--- config.mk ---
export PLATFORM = sky130hd
export DESIGN_NAME = api_frame_builder_checksum
export DESIGN_NICKNAME = d
export VERILOG_FILES = /design/src/rtl/core/afb_pkg.sv /design/src/rtl/core/afb_in_reg.sv /design/src/rtl/core/afb_emit.sv /design/src/rtl/core/api_frame_builder_checksum.sv
export VERILOG_INCLUDE_DIRS = /design/src /design/src/rtl/core
export SDC_FILE = /design/constraint.sdc
export NUM_CORES = 1
export LEC_CHECK = 0
export BUFFER_PORTS_ARGS = -buffer_cell sky130_fd_sc_hd__buf_2
export CAP_MARGIN = 10
export CORE_MARGIN = 3
export CORE_UTILIZATION = 30
export DETAILED_ROUTE_END_ITERATION = 12
export GPL_TIMING_DRIVEN = 0
export MAX_ROUTING_LAYER = met4
export SYNTH_ARGS = -nofsm -noshare
export SYNTH_HDL_FRONTEND = slang
export SYNTH_SLANG_ARGS = --single-unit
--- constraint.sdc ---
create_clock -name clk -period 4.1 [get_ports clk]
set_clock_uncertainty 0.15 [all_clocks]
set_input_delay 0.615 -clock clk [delete_from_list [all_inputs] [get_ports clk]]
set_output_delay 0.615 -clock clk [all_outputs]
set_load 0.02 [all_outputs]
--- src/rtl/core/api_frame_builder_checksum_macros.svh ---
// Assertion macros used by the frame builder RTL.
`ifndef API_FRAME_BUILDER_CHECKSUM_MACROS_SVH
`define API_FRAME_BUILDER_CHECKSUM_MACROS_SVH

// Condition must hold in the same cycle.
`define AFB_ASSERT_NOW(lbl, ante, cons, msg) \
	lbl: assert property (@(posedge clk) disable iff (!arst_n) (ante) |-> (cons)) \
		else $error(msg);

// Condition must hold in the next cycle.
`define AFB_ASSERT_NEXT(lbl, ante, cons, msg) \
	lbl: assert property (@(posedge clk) disable iff (!arst_n) (ante) |=> (cons)) \
		else $error(msg);

`endif

--- src/rtl/core/afb_pkg.sv ---
`timescale 1ns / 1ps

package afb_pkg;

	localparam logic [7:0] START_BYTE   = 8'h7E;
	localparam logic [7:0] LEN_HI_BYTE  = 8'h00;
	localparam logic [7:0] API_ID       = 8'h01;
	localparam logic [7:0] SEQ_ID       = 8'h01;
	localparam logic [7:0] ADDR_HI      = 8'h00;
	localparam logic [7:0] ADDR_LO      = 8'h01;
	localparam logic [7:0] OPTION_BYTE  = 8'h00;
	localparam logic [7:0] LEN_OVERHEAD = 8'd5;
	localparam logic [7:0] HEADER_SUM   = 8'd3;
	localparam logic [7:0] CHECK_BASE   = 8'hFF;
	localparam logic [7:0] MIN_PAYLOAD  = 8'd1;
	localparam logic [7:0] MAX_PAYLOAD  = 8'd250;

	localparam logic [2:0] HDR_START    = 3'd0;
	localparam logic [2:0] HDR_LEN_HI   = 3'd1;
	localparam logic [2:0] HDR_LEN_LO   = 3'd2;
	localparam logic [2:0] HDR_API      = 3'd3;
	localparam logic [2:0] HDR_FRAME    = 3'd4;
	localparam logic [2:0] HDR_ADDR_HI  = 3'd5;
	localparam logic [2:0] HDR_ADDR_LO  = 3'd6;
	localparam logic [2:0] HDR_OPTION   = 3'd7;

	typedef struct packed {
		logic [7:0] payload_byte;
		logic [7:0] payload_length;
	} item_t;

	typedef struct packed {
		logic [7:0] frame_byte;
		logic       frame_last;
	} result_t;

	typedef enum logic [1:0] {
		ST_WAIT,
		ST_HEAD,
		ST_SUM
	} state_t;

	function automatic logic [7:0] sat_len(input logic [7:0] len);
		logic [7:0] res;
		res = len;
		if (len < MIN_PAYLOAD) begin
			res = MIN_PAYLOAD;
		end else if (len > MAX_PAYLOAD) begin
			res = MAX_PAYLOAD;
		end
		return res;
	endfunction

	function automatic logic [7:0] hdr_byte(input logic [2:0] idx, input logic [7:0] len);
		logic [7:0] res;
		case (idx)
			HDR_START:   res = START_BYTE;
			HDR_LEN_HI:  res = LEN_HI_BYTE;
			HDR_LEN_LO:  res = len + LEN_OVERHEAD;
			HDR_API:     res = API_ID;
			HDR_FRAME:   res = SEQ_ID;
			HDR_ADDR_HI: res = ADDR_HI;
			HDR_ADDR_LO: res = ADDR_LO;
			HDR_OPTION:  res = OPTION_BYTE;
			default:     res = START_BYTE;
		endcase
		return res;
	endfunction

endpackage

--- src/rtl/core/afb_in_reg.sv ---
`timescale 1ns / 1ps

module afb_in_reg (
	input  logic           clk,
	input  logic           arst_n,
	input  logic           payload_valid,
	output logic           payload_ready,
	input  afb_pkg::item_t payload,
	input  logic           take,
	output logic           item_valid,
	output afb_pkg::item_t item
);

	logic           valid_s1;
	afb_pkg::item_t item_s1;

	assign payload_ready = !valid_s1 || take;
	assign item_valid    = valid_s1;
	assign item          = item_s1;

	always_ff @(posedge clk or negedge arst_n) begin
		if (!arst_n) begin
			valid_s1 <= 1'b0;
		end else if (payload_ready) begin
			valid_s1 <= payload_valid;
		end
	end

	always_ff @(posedge clk) begin
		if (payload_valid && payload_ready) begin
			item_s1 <= payload;
		end
	end

endmodule

--- src/rtl/core/afb_emit.sv ---
`timescale 1ns / 1ps
`include "api_frame_builder_checksum_macros.svh"

module afb_emit (
	input  logic             clk,
	input  logic             arst_n,
	input  logic             item_valid,
	input  afb_pkg::item_t   item,
	output logic             take,
	output logic             frame_valid,
	input  logic             frame_ready,
	output afb_pkg::result_t frame
);

	afb_pkg::state_t  state_q, state_d;
	logic [7:0]       rem_q, rem_d;
	logic [7:0]       sum_q, sum_d;
	logic [2:0]       idx_q, idx_d;
	logic             out_valid_q;
	afb_pkg::result_t out_q;

	logic             emit_en;
	logic             has_byte;
	afb_pkg::result_t next_out;

	assign emit_en = !out_valid_q || frame_ready;

	// next state and frame bookkeeping
	always_comb begin
		state_d = state_q;
		rem_d   = rem_q;
		sum_d   = sum_q;
		idx_d   = idx_q;
		case (state_q)
			afb_pkg::ST_WAIT: begin
				if (item_valid) begin
					if (rem_q == 8'd0) begin
						rem_d   = afb_pkg::sat_len(item.payload_length);
						sum_d   = afb_pkg::HEADER_SUM;
						idx_d   = afb_pkg::HDR_LEN_HI;
						state_d = afb_pkg::ST_HEAD;
					end else begin
						rem_d = rem_q - 8'd1;
						sum_d = sum_q + item.payload_byte;
						if (rem_q == 8'd1) begin
							state_d = afb_pkg::ST_SUM;
						end
					end
				end
			end
			afb_pkg::ST_HEAD: begin
				idx_d = idx_q + 3'd1;
				if (idx_q == afb_pkg::HDR_OPTION) begin
					state_d = afb_pkg::ST_WAIT;
				end
			end
			afb_pkg::ST_SUM: begin
				sum_d   = 8'd0;
				state_d = afb_pkg::ST_WAIT;
			end
			default: begin
				state_d = afb_pkg::ST_WAIT;
			end
		endcase
	end

	// byte selection and item release
	always_comb begin
		has_byte            = 1'b0;
		take                = 1'b0;
		next_out.frame_byte = afb_pkg::START_BYTE;
		next_out.frame_last = 1'b0;
		case (state_q)
			afb_pkg::ST_WAIT: begin
				if (item_valid) begin
					has_byte = 1'b1;
					if (rem_q != 8'd0) begin
						next_out.frame_byte = item.payload_byte;
						take                = emit_en;
					end
				end
			end
			afb_pkg::ST_HEAD: begin
				has_byte            = 1'b1;
				next_out.frame_byte = afb_pkg::hdr_byte(idx_q, rem_q);
			end
			afb_pkg::ST_SUM: begin
				has_byte            = 1'b1;
				next_out.frame_byte = afb_pkg::CHECK_BASE - sum_q;
				next_out.frame_last = 1'b1;
			end
			default: begin
				has_byte = 1'b0;
			end
		endcase
	end

	always_ff @(posedge clk or negedge arst_n) begin
		if (!arst_n) begin
			state_q     <= afb_pkg::ST_WAIT;
			rem_q       <= 8'd0;
			sum_q       <= 8'd0;
			idx_q       <= afb_pkg::HDR_START;
			out_valid_q <= 1'b0;
		end else if (emit_en) begin
			out_valid_q <= has_byte;
			if (has_byte) begin
				state_q <= state_d;
				rem_q   <= rem_d;
				sum_q   <= sum_d;
				idx_q   <= idx_d;
			end
		end
	end

	always_ff @(posedge clk) begin
		if (emit_en && has_byte) begin
			out_q <= next_out;
		end
	end

	assign frame_valid = out_valid_q;
	assign frame       = out_q;

	`AFB_ASSERT_NOW(a_head_open, state_q == afb_pkg::ST_HEAD, rem_q != 8'd0, "header without open frame")
	`AFB_ASSERT_NOW(a_sum_closed, state_q == afb_pkg::ST_SUM, rem_q == 8'd0, "checksum with bytes left")
	`AFB_ASSERT_NOW(a_take_open, take, rem_q != 8'd0 && state_q == afb_pkg::ST_WAIT, "payload outside frame")
	`AFB_ASSERT_NEXT(a_sum_last, state_q == afb_pkg::ST_SUM && emit_en, out_valid_q && out_q.frame_last, "checksum not marked last")
	`AFB_ASSERT_NOW(a_last_idle, out_valid_q && out_q.frame_last, rem_q == 8'd0 && state_q == afb_pkg::ST_WAIT, "frame open after last byte")

endmodule

--- src/rtl/core/api_frame_builder_checksum.sv ---
`timescale 1ns / 1ps
// channel   | valid         | ready         | data
// ----------+---------------+---------------+--------------------------
// payload   | payload_valid | payload_ready | payload (item_t)
// frame     | frame_valid   | frame_ready   | frame (result_t)
//
// One frame byte leaves per cycle from the output register unless frame_ready stalls
// or no payload byte waits. A mid-frame payload byte goes straight out; the first byte
// of a frame follows eight header bytes and the last byte is followed by the checksum.
// Reset clears the input stage, the sequencer and the output valid; no frame is open.
// A stall on frame_ready holds the output byte; payload_ready drops while the input
// register holds a byte that the sequencer has not taken (header, checksum or stall).

module api_frame_builder_checksum (
	input  logic             clk,
	input  logic             arst_n,
	input  logic             payload_valid,
	output logic             payload_ready,
	input  afb_pkg::item_t   payload,
	output logic             frame_valid,
	input  logic             frame_ready,
	output afb_pkg::result_t frame
);

	logic           take;
	logic           item_valid;
	afb_pkg::item_t item;

	afb_in_reg u_in_reg (
		.clk           (clk),
		.arst_n        (arst_n),
		.payload_valid (payload_valid),
		.payload_ready (payload_ready),
		.payload       (payload),
		.take          (take),
		.item_valid    (item_valid),
		.item          (item)
	);

	afb_emit u_emit (
		.clk         (clk),
		.arst_n      (arst_n),
		.item_valid  (item_valid),
		.item        (item),
		.take        (take),
		.frame_valid (frame_valid),
		.frame_ready (frame_ready),
		.frame       (frame)
	);

endmodule
Word-level counts from Yosys, hierarchy flattened
Cells that the tools add are included.

Register bits: 48. Input bits: 20. Output and inout port bits: 11. Word-level logic and storage cells: 74.

Add/sub/neg operators: 5. $lt $le $gt $ge: 2. Eq/ne operators: 14. Multiplexer cells: 24. Reductions and logical operators: 19.

Operators by type and width (number): two-way mux 8 bit (7); case mux 8 bit (4 select lines) (1); case mux 8 bit (3 select lines) (1); case mux 8 bit (2 select lines) (1); equality test 3 bit (second input constant) (4); AND reduction 5 bit (2); adder 8 x 3 -> 8 bit (second input constant) (1); adder 8 bit (1); equality test 8 x 1 -> 1 bit (second input constant) (1); greater-than comparator 8 bit (second input constant) (1); zero test 8 bit (1); less-than comparator 8 x 1 -> 1 bit (second input constant) (1); two-way mux 2 bit (4); AND reduction 4 bit (2); nonzero test 8 bit (1); subtractor 8 x 1 -> 8 bit (second input constant) (1); subtractor 8 bit (first input constant) (1); equality test 3 x 2 -> 1 bit (second input constant) (2); two-way mux 3 bit (2); case mux 3 bit (2 select lines) (1); OR reduction 3 bit (2); two-way mux 1 bit (5); != test 2 x 1 -> 1 bit (second input constant) (2); case mux 2 bit (2 select lines) (1); other kinds (14) (18).

Depth between registers and ports, before layout
Depth after elaboration: 7. Depth in mapped cells: 9. Depth with buffers taken out: 7.

Hierarchy
Synthesis repeated with hierarchy kept, for this count alone.

Cell total of the unflattened synthesis: 252. Area total of the unflattened synthesis: 2782.7 µm².

By module, submodules not included: afb_emit (instances 1, cells an instance 232, area an instance 2248.4 µm², seq. area each 820.8 µm²); afb_in_reg (instances 1, cells an instance 20, area an instance 534.3 µm², seq. area each 505.5 µm²).

Worst setup path before layout
OpenSTA, ideal clock, no wires.

Kind: register to register. Start: register u_emit.rem_q[0]. End: register u_in_reg.item_s1 (netlist bit u_in_reg.item[0]) (enable). Setup time: 0.374 ns. Data arrival time: 2.177 ns. Required time: 3.576 ns. Slack: 1.399 ns. Cell stages (with the launch flop): 8. Buffers on the path: 0. Period minus slack after synthesis: 2.701 ns. Cell sequence: dfrtp_1 > inv_1 > ha_1 > nand2b_1 > or4_4 > nand2_1 > o21ai_0 > and2_1.

Cells in the longest elaborated chain, start to end: 6.

Ends and longest elaborated chain: from (decl) (line afb_emit.sv:16) `logic [7:0] rem_q, rem_d;`; from (signal assigned) (line afb_emit.sv:109) `rem_q <= rem_d;`; nonzero test 8 bit (line afb_emit.sv:77) `if (rem_q != 8'd0) begin`; two-way mux 1 bit (line afb_emit.sv:77); two-way mux 1 bit (line afb_emit.sv:75) `if (item_valid) begin`; two-way mux 1 bit (line afb_emit.sv:73) `case (state_q)`; logical OR 1 bit (line afb_in_reg.sv:17) `assign payload_ready = !valid_s1 || take;`; via payload_ready (line api_frame_builder_checksum.sv:18) `output logic payload_ready,`; logical AND 1 bit (line afb_in_reg.sv:30) `if (payload_valid && payload_ready) begin`; to (signal assigned) (line afb_in_reg.sv:31) `item_s1 <= payload;`; to (decl) (line afb_in_reg.sv:15) `afb_pkg::item_t item_s1;`.

The timed path passes the listed nets, and every way through them passes these cells. A chain may end at the register's enable or synchronous reset.

Final worst setup path
Start: register u_emit.rem_q[0]. End: output port payload_ready.

Cells in the longest elaborated chain, start to end: 5.

Ends and longest elaborated chain (line): nonzero test 8 bit (afb_emit.sv:77); two-way mux 1 bit (afb_emit.sv:77); two-way mux 1 bit (afb_emit.sv:75); two-way mux 1 bit (afb_emit.sv:73); logical OR 1 bit (afb_in_reg.sv:17); to (decl) (api_frame_builder_checksum.sv:18).

Every way passes these cells.

==> results.md <==
* Status: completed
* Reg power frac at 0.378
* Slew @ Worst Pin at 807 ps
* Power density over the cells at 711 nW/um2
* WL/cell at 14.7 um
* Core area at 8810 um2
* Top-area cell type share of the netlist area at 0.273
* Seq/Total Area, Yosys at 0.483
* Fmax at 0.316 GHz
* Clock Pin Slew Worst Setup and Hold Paths at 90 ps
* Commonest cells post-synth: 25 x edfxtp_1, 23 x dfrtp_1, 21 x nand2_1
* DRC at 0
* Synth Cell Area at 2750 um2
* Initial antenna violation count at 0
* Site Rows at 34
* Detailed Route WL at 5960 um
* Min cycle time layout at 3160 ps
* Fin util at 0.356
* Fin. max-slew vios at 0
* Share of cells above drive strength 1 at 0.172
* Post-route ant nets at 0
* Hold WC Path Type: primary input to async pin
* Vias per cell at 5.00
* Kind of critical path: register to output port
* Highest net fanout along the worst path at 8
* Ports at 31
* Syn_nets at 298
* Die Span Y at 102 um
* Leakage at 1.28 nW
* Post_cts resized at 0
* Worst path required time at 3340 ps
* Avg Inst Size Synth at 10.6 um2
* Async set or reset register ratio after synthesis at 0.479
* Count leader, synth: edfxtp_1
* CTS tree: done
* Gp weighted congestion at 0.835
* DIE WIDTH at 102 um
* Ranking of synthesized cells by area: edfxtp_1 27%, dfrtp_1 21%, ha_1 8.7%
* Area Growth Syn to Fin at 14.1%
* Cts hold-fix bufs at 0
* Relative slew margins at 0.457
* Area leader, netlist: edfxtp_1
* Synth unique cells at 47
* First-pass GRT wire length at 9800 um
* DP Worst Slack at 1280 ps
* VDD IR max at 252 uV
* Cell count after synthesis at 258
* Largest net degree at the start of global routing at 24
* H-Tree Depth at 2
* Sw Share at 0.418
* Yosys reg bits at 48
* TNS Setup at 0 ps
* Grt ovf at 0
* Critical Path AT at 2400 ps
* Total Routing Usage GR at 0.125
* Synth warnings at 0
* Setup WS post-layout at 936 ps
* Worst-Skew Late Latency at 300 ps
* Dpl hpwl at 4550 um
* Comb pwr share at 0.488
* P_int at 1.30 mW
* Root Driver: clkbuf_8
* Final setup fails at 0
* Max-Cap Viols at 0
* Via count of the routed design at 2027
* Startpoint Class: register
* Post-CTS setup buffers at 0
* First-pass detailed-route iteration total at 4
* CTS Sinks at 48
* Die ar. at 10300 um2
* DRT iter0 DRCs at 135
* Post-synth EDFFs at 25
* Antenna diodes at 0
* CP Capture Type: output port
* Final cycle utilization of the critical path at 0.772
* Unrepaired setup endpoints after global routing: false
* Number of port buffers at 30
* Clk pwr share at 0.134
* Synth Flop Type: edfxtp_1
* CTS Buf Count at 5
* Initial core utilization at 0.312
* CTS max path bufs at 2
* Vias in the first global route at 2040
* Net Sw Power at 0.931 mW
* Fin. Hold Viols at 0
* Final nets at 336
-- placed cells by master, fill, tap and decap left out, types with 11 or more instances in the layout --
cell type and count:
a21oi_1 18, buf_2 35, dfrtp_1 23, edfxtp_1 25, ha_1 19, inv_1 11, nand2_1 21, nor2_1 13
o21ai_0 15
-- stage by stage --
stage	instance area [um2]	hold slack [ps]	power [mW]	cells
CTS	3130	171	2.23	404
detailed placement	3030	344	1.92	396
global placement	3030	334	1.90	396
global route	3130	173	2.42	405
finish	3130	147	2.23	405
floorplan	2750	169	1.65	258
-- logic make-up after synthesis --
family,Yosys count,synth area share
AOI/OAI and AO/OA,79,0.195
xor gates and xnor gates,11,0.0351
adders and majority gates,20,0.0939
buffers and inverters,20,0.0346
DFF,48,0.483
muxes,3,0.0114
and+or+nand+nor,77,0.147
-- layout make-up --
| cell class | instances | area (um2) |
|---|---|---|
| fillers | 871 | 5670 |
| flip-flops and latches | 48 | 1330 |
| multi-input cells | 190 | 1330 |
| repair buffers | 31 | 155 |
| well taps | 108 | 135 |
| clock buffers | 6 | 82.6 |
| plain buffers | 9 | 53.8 |
| inverters | 11 | 41.3 |
| clock inverters | 2 | 13.8 |
-- final timing paths --
check | startpoint | end | slack, ps | depth (start not counted)
setup / recovery | u_emit.rem_q[0] | payload_ready | 940 | 7
min in group clk | payload[4] | u_in_reg.item[4] | 330 | 1
max in group asynchronous | arst_n | u_emit.rem_q[4] | 3270 | 1
setup reg to reg | u_emit.rem_q[0] | u_in_reg.item[8] | 1250 | 7
hold / removal | arst_n | u_emit.sum_q[5] | 150 | 1
hold reg to reg | u_emit.sum_q[0] | u_emit.sum_q[0] | 370 | 2
-- power by group through the flow --
stage | Sequential (mW) | Combinational (mW) | Clock, mW
4_1_cts | 0.840 | 1.08 | 0.309
3_3_place_gp | 0.848 | 1.06 | 0
5_1_grt | 0.865 | 1.22 | 0.333
2_1_floorplan | 0.876 | 0.775 | 0
6_report | 0.842 | 1.09 | 0.299
3_5_place_dp | 0.851 | 1.07 | 0
-- worst max-delay path: stages, from the launching register on --
cell	delay (ps)
dfrtp_1	500
inv_1	120
ha_1	300
nand2b_1	140
or4_4	520
nand2_1	90
o21ai_0	180
buf_2	240
-- sequential cells by signal, summed over array words and instances (netlist names) --
register / count
u_in_reg.item: 16
u_emit.frame_valid: 1
u_emit.state_q: 2
u_in_reg.item_valid: 1
u_emit.idx_q: 3
u_emit.sum_q: 8
u_emit.rem_q: 8
u_emit.frame: 9
-- per-layer routing --
layer  vias to the layer above  GRT usage  share of wire
met5                         -          -              0
met4                         0     0.0399          0.013
met3                         8     0.0248          0.045
met2                        51      0.179           0.43
met1                       929      0.177           0.52
li1                       1039          -              -
No activity file was read; power rests on OpenSTA's default activity.
